**src/hdl/shsc_pkg.sv**
```systemverilog
// Shared types and constants for the half-step stepper controller.
`timescale 1ns / 1ps

package shsc_pkg;

   localparam int unsigned DATA_W = 32;
   localparam int unsigned CSR_INDEX_W = 2;

   // Reset values of the configuration registers
   localparam logic [DATA_W-1:0] STEP_INTERVAL_RESET = 32'd1464;
   localparam logic signed [DATA_W-1:0] LIMIT_CW_RESET = 32'sh7FFF_FFFF;
   localparam logic signed [DATA_W-1:0] LIMIT_CCW_RESET = 32'sh0000_0000;

   // Register indexes on the configuration port
   typedef enum logic [CSR_INDEX_W-1:0] {
      CSR_STEP_INTERVAL = 2'd0,
      CSR_LIMIT_CW      = 2'd1,
      CSR_LIMIT_CCW     = 2'd2
   } csr_index_type;

   typedef enum logic [2:0] {
      OP_TICK     = 3'd0,
      OP_MOVE_CW  = 3'd1,
      OP_MOVE_CCW = 3'd2,
      OP_MOVE_TO  = 3'd3,
      OP_STOP     = 3'd4,
      OP_STEP_CW  = 3'd5,
      OP_STEP_CCW = 3'd6
   } opcode_type;

   typedef enum logic [1:0] {
      DIR_NONE = 2'd0,
      DIR_CW   = 2'd1,
      DIR_CCW  = 2'd2
   } dir_type;

   // Phase mask bits that energize each coil, coil 3 first
   localparam logic [3:0][7:0] COIL_PATTERN = {8'hE0, 8'h0E, 8'h38, 8'h83};
   localparam logic [7:0] MASK_RESET = 8'h01;
   localparam logic [7:0] MASK_LOW = 8'h01;
   localparam logic [7:0] MASK_HIGH = 8'h80;

   typedef struct packed {
      logic [2:0]               opcode;
      logic signed [DATA_W-1:0] amount;
      logic [DATA_W-1:0]        now_us;
   } req_type;

   typedef struct packed {
      logic [3:0]               coils;
      logic signed [DATA_W-1:0] position_now;
      logic                     stepped;
      logic                     busy_res;
   } rsp_type;

   // Outcome of one attempted step
   typedef struct packed {
      logic                     ok;
      logic signed [DATA_W-1:0] position;
      logic [7:0]               mask;
      logic [3:0]               coils;
   } step_type;

endpackage

```
**src/hdl/shsc_step.sv**
```systemverilog
// One half step: limit check, coil decode and phase mask rotation.
`timescale 1ns / 1ps

module shsc_step
   import shsc_pkg::*;
(
   input  logic signed [DATA_W-1:0] position,
   input  dir_type                  dir,
   input  logic [7:0]               mask,
   input  logic signed [DATA_W-1:0] limit_cw,
   input  logic signed [DATA_W-1:0] limit_ccw,
   output step_type                 result
);

   logic signed [DATA_W:0] delta;
   logic signed [DATA_W:0] next_pos;
   logic signed [DATA_W:0] lim_cw_ext;
   logic signed [DATA_W:0] lim_ccw_ext;
   logic [7:0]             mask_left;
   logic [7:0]             mask_right;
   logic [3:0]             coils;

   always_comb begin
      unique case (dir)
         DIR_CW:  delta = (DATA_W+1)'(1);
         DIR_CCW: delta = {(DATA_W+1){1'b1}};
         default: delta = '0;
      endcase
   end

   assign next_pos    = $signed({position[DATA_W-1], position}) + delta;
   assign lim_cw_ext  = $signed({limit_cw[DATA_W-1], limit_cw});
   assign lim_ccw_ext = $signed({limit_ccw[DATA_W-1], limit_ccw});

   always_comb begin
      for (int i = 0; i < 4; i++) begin
         coils[i] = |(COIL_PATTERN[i] & mask);
      end
   end

   assign mask_left  = {mask[6:0], 1'b0};
   assign mask_right = {1'b0, mask[7:1]};

   always_comb begin
      result.ok = !(next_pos >= lim_cw_ext || next_pos <= lim_ccw_ext);
      result.position = next_pos[DATA_W-1:0];
      result.coils = coils;
      unique case (dir)
         DIR_CW:  result.mask = (mask_left == '0) ? MASK_LOW : mask_left;
         DIR_CCW: result.mask = (mask_right == '0) ? MASK_HIGH : mask_right;
         default: result.mask = mask;
      endcase
   end

endmodule

```
**src/hdl/stepper_half_step_controller.sv**
```systemverilog
// Top level of the half-step stepper controller: registers, commands and ports.
//
//   port group | dir | handshake          | word
//   req_       | in  | req_valid/req_stall | req_type: opcode, amount, now_us
//   rsp_       | out | rsp_valid/rsp_stall | rsp_type: coils, position_now, stepped, busy_res
//   csr_       | in  | csr_valid/csr_ready | csr_index, csr_data
//
// One word per cycle while the result is not stalled: input register, then one pass of
// logic that updates the motor state and loads the result register.
// Reset (synchronous) clears the state and loads the configuration defaults.
// A stalled result holds the input register; req_stall rises only then.
// csr_ready is always high.
`timescale 1ns / 1ps

module stepper_half_step_controller
   import shsc_pkg::*;
(
   input  logic                   clock,
   input  logic                   reset,
   input  logic                   req_valid,
   output logic                   req_stall,
   input  req_type                req_word,
   output logic                   rsp_valid,
   input  logic                   rsp_stall,
   output rsp_type                rsp_word,
   input  logic                   csr_valid,
   output logic                   csr_ready,
   input  logic [CSR_INDEX_W-1:0] csr_index,
   input  logic [DATA_W-1:0]      csr_data
);

   // Pipeline registers
   logic    in_valid_ff;
   req_type in_word_ff;
   logic    out_valid_ff;
   rsp_type out_word_ff;

   // Configuration
   logic [DATA_W-1:0]        interval_ff;
   logic signed [DATA_W-1:0] limit_cw_ff;
   logic signed [DATA_W-1:0] limit_ccw_ff;

   // Motor state
   logic signed [DATA_W-1:0] position_ff, position_in;
   dir_type                  dir_ff, dir_in;
   logic [7:0]               mask_ff, mask_in;
   logic [DATA_W-1:0]        remaining_ff, remaining_in;
   logic [DATA_W-1:0]        last_ff, last_in;
   logic                     stopped_ff, stopped_in;
   logic [3:0]               coil_ff, coil_in;
   logic                     stepped_in;
   rsp_type                  rsp_in;

   logic                     advance;
   logic                     tick_due;
   logic                     idle_move;
   logic signed [DATA_W:0]   to_diff;
   logic [DATA_W-1:0]        to_count_ccw;
   dir_type                  step_dir;
   step_type                 step;

   assign advance   = in_valid_ff && (!out_valid_ff || !rsp_stall);
   assign req_stall = in_valid_ff && !advance;
   assign rsp_valid = out_valid_ff;
   assign rsp_word  = out_word_ff;
   assign csr_ready = 1'b1;

   assign tick_due  = (in_word_ff.now_us - last_ff) >= interval_ff;
   assign idle_move = (remaining_ff == '0);
   assign to_diff   = {in_word_ff.amount[DATA_W-1], in_word_ff.amount} -
                      {position_ff[DATA_W-1], position_ff};
   assign to_count_ccw = DATA_W'(-to_diff);

   always_comb begin
      unique case (in_word_ff.opcode)
         OP_STEP_CW:  step_dir = DIR_CW;
         OP_STEP_CCW: step_dir = DIR_CCW;
         default:     step_dir = dir_ff;
      endcase
   end

   shsc_step u_step (
      .position  (position_ff),
      .dir       (step_dir),
      .mask      (mask_ff),
      .limit_cw  (limit_cw_ff),
      .limit_ccw (limit_ccw_ff),
      .result    (step)
   );

   always_comb begin
      position_in  = position_ff;
      dir_in       = dir_ff;
      mask_in      = mask_ff;
      remaining_in = remaining_ff;
      last_in      = last_ff;
      stopped_in   = stopped_ff;
      coil_in      = coil_ff;
      stepped_in   = 1'b0;

      unique case (in_word_ff.opcode)
         OP_TICK: begin
            if (tick_due) begin
               if (!idle_move) begin
                  stepped_in   = step.ok;
                  remaining_in = remaining_ff - DATA_W'(1);
                  last_in      = in_word_ff.now_us;
               end else if (!stopped_ff) begin
                  stopped_in = 1'b1;
                  coil_in    = '0;
               end
            end
         end
         OP_MOVE_CW, OP_MOVE_CCW: begin
            if (idle_move) begin
               stopped_in   = 1'b0;
               dir_in       = (in_word_ff.opcode == OP_MOVE_CW) ? DIR_CW : DIR_CCW;
               remaining_in = (in_word_ff.amount > 0) ? in_word_ff.amount : '0;
               last_in      = in_word_ff.now_us;
            end
         end
         OP_MOVE_TO: begin
            // Ignore a move to the current position
            if (idle_move && to_diff != '0) begin
               stopped_in = 1'b0;
               last_in    = in_word_ff.now_us;
               if (to_diff[DATA_W]) begin
                  dir_in       = DIR_CCW;
                  remaining_in = to_count_ccw;
               end else begin
                  dir_in       = DIR_CW;
                  remaining_in = to_diff[DATA_W-1:0];
               end
            end
         end
         OP_STOP: remaining_in = '0;
         OP_STEP_CW, OP_STEP_CCW: begin
            dir_in     = step_dir;
            stepped_in = step.ok;
         end
         default: ;
      endcase

      // A refused step leaves position, mask and coils alone
      if (stepped_in) begin
         position_in = step.position;
         mask_in     = step.mask;
         coil_in     = step.coils;
      end

      rsp_in.coils        = coil_in;
      rsp_in.position_now = position_in;
      rsp_in.stepped      = stepped_in;
      rsp_in.busy_res     = (remaining_in != '0);
   end

   always_ff @(posedge clock) begin
      if (reset) begin
         in_valid_ff  <= 1'b0;
         out_valid_ff <= 1'b0;
         interval_ff  <= STEP_INTERVAL_RESET;
         limit_cw_ff  <= LIMIT_CW_RESET;
         limit_ccw_ff <= LIMIT_CCW_RESET;
         position_ff  <= '0;
         dir_ff       <= DIR_NONE;
         mask_ff      <= MASK_RESET;
         remaining_ff <= '0;
         last_ff      <= '0;
         stopped_ff   <= 1'b1;
         coil_ff      <= '0;
      end else begin
         if (req_valid && !req_stall) begin
            in_valid_ff <= 1'b1;
         end else if (advance) begin
            in_valid_ff <= 1'b0;
         end

         if (advance) begin
            out_valid_ff <= 1'b1;
         end else if (!rsp_stall) begin
            out_valid_ff <= 1'b0;
         end

         if (csr_valid && csr_ready) begin
            unique case (csr_index)
               CSR_STEP_INTERVAL: interval_ff  <= csr_data;
               CSR_LIMIT_CW:      limit_cw_ff  <= csr_data;
               CSR_LIMIT_CCW:     limit_ccw_ff <= csr_data;
               default: ;
            endcase
         end

         if (advance) begin
            position_ff  <= position_in;
            dir_ff       <= dir_in;
            mask_ff      <= mask_in;
            remaining_ff <= remaining_in;
            last_ff      <= last_in;
            stopped_ff   <= stopped_in;
            coil_ff      <= coil_in;
         end
      end
   end

   // Payload registers
   always_ff @(posedge clock) begin
      if (req_valid && !req_stall) begin
         in_word_ff <= req_word;
      end
      if (advance) begin
         out_word_ff <= rsp_in;
      end
   end

   a_mask_onehot: assert property (@(posedge clock) disable iff (reset)
      $onehot(mask_ff))
      else $error("phase mask lost its single set bit");

   a_refused_holds_position: assert property (@(posedge clock) disable iff (reset)
      advance && !stepped_in |-> position_in == position_ff)
      else $error("position changed without a step");

   a_busy_matches_state: assert property (@(posedge clock) disable iff (reset)
      advance |=> rsp_word.busy_res == (remaining_ff != '0))
      else $error("busy flag disagrees with remaining step count");

   a_stall_needs_word: assert property (@(posedge clock) disable iff (reset)
      req_stall |-> in_valid_ff && out_valid_ff && rsp_stall)
      else $error("input stalled with room downstream");

endmodule
```
**config.mk**
```make
export PLATFORM = sky130hd
export DESIGN_NAME = stepper_half_step_controller
export DESIGN_NICKNAME = d
export VERILOG_FILES = /design/src/hdl/shsc_pkg.sv /design/src/hdl/shsc_step.sv /design/src/hdl/stepper_half_step_controller.sv
export SDC_FILE = /design/constraint.sdc
export NUM_CORES = 1
export LEC_CHECK = 0
export ABC_CLOCK_PERIOD_IN_PS = 19800
export BUFFER_PORTS_ARGS = -buffer_cell sky130_fd_sc_hd__buf_2
export CAP_MARGIN = 20
export CORE_ASPECT_RATIO = 1.4
export CORE_MARGIN = 2
export CORE_UTILIZATION = 55
export CTS_CLUSTER_SIZE = 16
export DETAILED_ROUTE_END_ITERATION = 16
export PLACE_DENSITY = 0.73
export RECOVER_POWER = 25
export SLEW_MARGIN = 10
export SYNTH_ARGS = -nofsm -noshare
export SYNTH_HDL_FRONTEND = slang
export SYNTH_SLANG_ARGS = --single-unit
```
**constraint.sdc**
```tcl
create_clock -name clock -period 19.8 [get_ports clock]
set_input_delay 4.95 -clock clock [delete_from_list [all_inputs] [get_ports clock]]
set_output_delay 4.95 -clock clock [all_outputs]
set_load 0.005 [all_outputs]
```
Yosys cells after proc, flatten, opt, wreduce, memory -nomap -nowiden
Index checks and enable logic that the tools add are counted.
Cells by class
  reductions and logical operators: 35
  order comparisons: 4
  muxes and demuxes: 40
  add/sub/neg operators: 5
  equality and inequality tests: 16
Operators with widths (count)
  $mux 32: 11
  $pmux 32 s4: 1
  $pmux 32 s3: 1
  $pmux 33 s2: 1
  $add 32x33->33: 1
  $ge 33x32->1: 1
  $le 33x32->1: 1
  $reduce_bool 33->1: 1
  $sub 32x32->33: 1
  $ge 32x32->1: 1
  $gt 32x1->1 const B: 1
  $logic_not 32->1: 1
  $neg 32->32: 1
  $reduce_bool 32->1: 1
  $sub 32x1->32 const B: 1
  $sub 32x32->32: 1
  $mux 4: 5
  $logic_not 8->1: 2
  $mux 8: 2
  $pmux 8 s2: 1
  $reduce_and 6->1: 2
  $reduce_or 3->1: 4
  $mux 1: 10
  $ne 2x2->1 const B: 5
  other kinds (22): 43
Storage, ports and cells
  flip-flop bits (word level): 314
  word-level logic and storage cells: 119

Depth between registers and ports, before layout
  depth after elaboration: 12
  gate-level depth with buffers: 39
  depth with buffers taken out: 34

Modules after synthesis
From an unflattened synthesis, not the netlist that was laid out.
Unflattened totals
  cells, all modules: 2855
  area, all modules: 22744.3 µm²
Modules (own cells, without submodules)
  stepper_half_step_controller: instances 1, cells each 2243, seq. area each 7337.0 µm², area each 18502.7 µm²
  shsc_step: instances 1, cells each 612, seq. area each 0.0 µm², area each 4241.6 µm²

Worst setup path before layout
No wires, ideal clock.
  path kind: input to output
  start point: input port rsp_stall
  end point: output port req_stall
  required time: 14850 ps
  slack: 9712 ps
  buffers on the path: 0
  cell stages on the path: 1
  arrival time: 5138 ps
  path through: and3_1
On the way
  longest elaborated chain between the ends: 5
RTL lines
  start: declaration: RTL line stepper_half_step_controller.sv:24  | input logic rsp_stall,
  $logic_not 1->1
  $logic_or 1x1->1: RTL line stepper_half_step_controller.sv:62  | assign advance = in_valid_ff && (!out_valid_ff || !rsp_stall);
  $logic_and 1x1->1: RTL line stepper_half_step_controller.sv:62
  $logic_not 1->1: RTL line stepper_half_step_controller.sv:63  | assign req_stall = in_valid_ff && !advance;
  $logic_and 1x1->1: RTL line stepper_half_step_controller.sv:63
  end: declaration: RTL line stepper_half_step_controller.sv:21  | output logic req_stall,
No other way between the ends.

Final worst setup path
Ends and elaborated chain as after synthesis.

==> flow_metrics.env <==
export IMPL_outcome="finished with violations"
export IMPL_violations="max-capacitance violations, max-slew violations"
export IMPL_area_growth_pct=9.63
export IMPL_fmax_mhz=96.2
export IMPL_synth_edff_count=105
export IMPL_core_sq_mm=0.0395
export IMPL_period_share_pct=52.5
export IMPL_setup_viol=0
export IMPL_routabilityCongestion=1.01
export IMPL_slew_violations=210
export IMPL_drive_above_1_share_pct=10.6
export IMPL_holdCritPathClass="flop to flop"
export IMPL_fillers=3568
export IMPL_viasPerCell=6.20
export IMPL_multi_input_area_sq_mm=0.0134
export IMPL_rsz0062_at_grt="no"
export IMPL_row_count=86
export IMPL_power_total_mw=1.90
export IMPL_ys_seq_area_share_pct=33.2
export IMPL_dp_final_hpwl_um=51800
export IMPL_hold_viol=0
export IMPL_avgRoutedWirePerCell_um=20.7
export IMPL_clk_pin_slew_ns=0.05
export IMPL_overflow=0
export IMPL_grt_pass1_vias=20100
export IMPL_cts_max_level=2
export IMPL_synth_top_cell_by_area="dfxtp_1"
export IMPL_synth_area_leaders="dfxtp_1 (19%), edfxtp_1 (14%), ha_1 (9.6%)"
export IMPL_crit_type="input port to output port"
export IMPL_synth_top_cells_by_count="nand2_1 (343), nor2_1 (245), a21oi_1 (219)"
export IMPL_synth_seq_cells=314
export IMPL_antenna_found_initial=10
export IMPL_finalSetupTns_ns=0
export IMPL_skew_ns=0.0260
export IMPL_tightest_slew_ns=4.45
export IMPL_insertion_delay_ns=0.54
export IMPL_die_area_sq_mm=0.0418
export IMPL_syn_nets=2996
export IMPL_grt_pass1_wl_um=108000
export IMPL_grt_max_degree=89
export IMPL_cts_resized=0
export IMPL_cts_hold_buf=0
export IMPL_die_h_um=241
export IMPL_fin_crit_ns=10.40
export IMPL_p_per_area_mw_per_mm2=78.3
export IMPL_critPathArrivalTime_ns=5.45
export IMPL_fp_dieW_um=173
export IMPL_port_buffer_count=145
export IMPL_root_buffer="clkbuf_16"
export IMPL_cts_buffers=35
export IMPL_syn_cell_area_sq_mm=0.0221
export IMPL_wirelength_um=69200
export IMPL_holdPathStages=2
export IMPL_postCtsSetupBuffers=0
export IMPL_syn_inst=2719
export IMPL_io_pins=147
export IMPL_clock_path_buffers=3
export IMPL_startpoint_type="input port"
export IMPL_track_usage_pct=32.7
export IMPL_cp_max_fo=3
export IMPL_slew_headroom_pct=-197
export IMPL_worst_r2r_path_depth=30
export IMPL_start_util_pct=55.9
export IMPL_synth_top_area_share_pct=19.0
export IMPL_num_vias=20700
export IMPL_drtIter0Drc=1797
export IMPL_synth_distinct_cells=114
export IMPL_syn_area_per_cell_sq_um=8.12
export IMPL_drc=0
export IMPL_p_leak_nw=9.61
export IMPL_synthFlopType="dfxtp_1"
export IMPL_regArea_sq_mm=0.00734
export IMPL_required_ns=14.85
export IMPL_fin_nets=3060
export IMPL_cp_end_kind="output port"
export IMPL_cap_viol_max_count=3
export IMPL_peakVddDrop_mv=0.0797
export IMPL_yosysMostFrequentCell="nand2_1"
export IMPL_synth_warnings=0
export IMPL_async_reset_ff_share_pct=0
export IMPL_clock_sinks=314
export IMPL_cts_tree="done"
export IMPL_antenna_left=0
export IMPL_dr_pass1_iters=8
==> per-stage QoR <==
stage                     setup slack (ns)  area (sq um)  hold WS [ns]  std cells  util, %
after floorplan                       9.71         22100         0.436       2719        -
after global placement                9.42         23100         0.442       3274     58.4
after detailed placement              9.40         23100         0.446       3274     58.4
after CTS                             9.40         24200         0.455       3336     61.3
after global routing                  9.37         24200         0.470       3337     61.3
final                                 9.40         24200         0.453       3342     61.3
==> layout by cell type (no fill, tap or decap), types with 10 or more instances in the layout <==
| cell type | instances |
|---|---|
| nand2_1 | 342 |
| nor2_1 | 243 |
| a21oi_1 | 218 |
| dfxtp_1 | 209 |
| inv_1 | 189 |
| ha_1 | 169 |
| o21ai_0 | 143 |
| buf_2 | 141 |
| xnor2_1 | 125 |
| edfxtp_1 | 105 |
| nor3_1 | 70 |
| nand3_1 | 65 |
| o211ai_1 | 42 |
| mux2i_1 | 40 |
| a21o_1 | 37 |
| clkbuf_16 | 35 |
| xor2_1 | 33 |
| a31oi_1 | 32 |
| a211oi_1 | 32 |
| nand4_1 | 31 |
| nor4_1 | 29 |
| o21a_1 | 26 |
| buf_4 | 26 |
| or3_1 | 22 |
| nor2b_1 | 22 |
| o31ai_1 | 21 |
| mux2_2 | 19 |
| nand2b_1 | 18 |
| and2_1 | 17 |
| and3_1 | 16 |
| clkbuf_1 | 15 |
| a221oi_1 | 13 |
| a311oi_1 | 11 |
| or2_2 | 10 |
| o22ai_1 | 10 |
| a22oi_1 | 10 |
==> logic make-up after synthesis <==
group / Yosys count / share of synthesized area (%)
multiplexers: 59 / 2.78
XOR/XNOR: 158 / 6.27
AO/OA/AOI/OAI: 723 / 21.4
adder cells (fa/ha/maj): 171 / 9.76
flip-flops: 314 / 33.2
other: 1 / 0.0170
buffers and inverters: 345 / 6.38
AND/OR/NAND/NOR: 948 / 20.1
==> final cells by class <==
cell class	instances	area share, %
Multi-Input combinational cell	2060	55.3
Sequential cell	314	30.3
Clock buffer	47	3.97
Timing Repair Buffer	174	3.83
Inverter	198	3.08
Tap cell	528	2.73
Clock inverter	15	0.729
Antenna cell	6	0.0620
==> sequential cells by signal (all words and copies together), names as in the netlist, 8 cells and up <==
name / flops
mask_ff: 8
interval_ff: 32
in_word_ff: 67
limit_cw_ff: 32
rsp_word: 38
position_ff: 32
limit_ccw_ff: 32
remaining_ff: 32
last_ff: 32
==> worst max-delay path, stage by stage <==
cell and delay, ns:
buf_2 0.10, and3_1 0.24, buf_2 0.15
==> layer usage <==
metal  part of all wire, %  up-vias  track usage (%)  wire [um]
li1                      -     9888                -          -
met1                    38     9673             37.4      26100
met2                    48      902             57.3      33500
met3                   7.1      254             5.62       4910
met4                   6.7       16             19.5       4650
met5                  0.15        -                0        102
==> where the power goes <==
group / total, mW / switching, mW / internal [mW]
combinational: 0.514 / 0.320 / 0.194
sequential: 0.728 / 0.0286 / 0.700
clock: 0.653 / 0.271 / 0.382
total: 1.90 / 0.620 / 1.28
==> path summary, 6_finish.rpt <==
| check | slack (ns) | from | end |
|---|---|---|---|
| worst max-delay path | 9.40 | rsp_stall | req_stall |
| worst min-delay path | 0.45 | limit_ccw_ff[7]$_SDFFE_PP0P_ | limit_ccw_ff[7]$_SDFFE_PP0P_ |
| worst max register to register | 10.62 | in_word_ff[66]$_DFFE_PP_ | mask_ff[0]$_SDFFE_PP1P_ |
| worst min register to register | 0.45 | limit_ccw_ff[7]$_SDFFE_PP0P_ | limit_ccw_ff[7]$_SDFFE_PP0P_ |
Note: power is estimated with default switching activity, not from simulation.
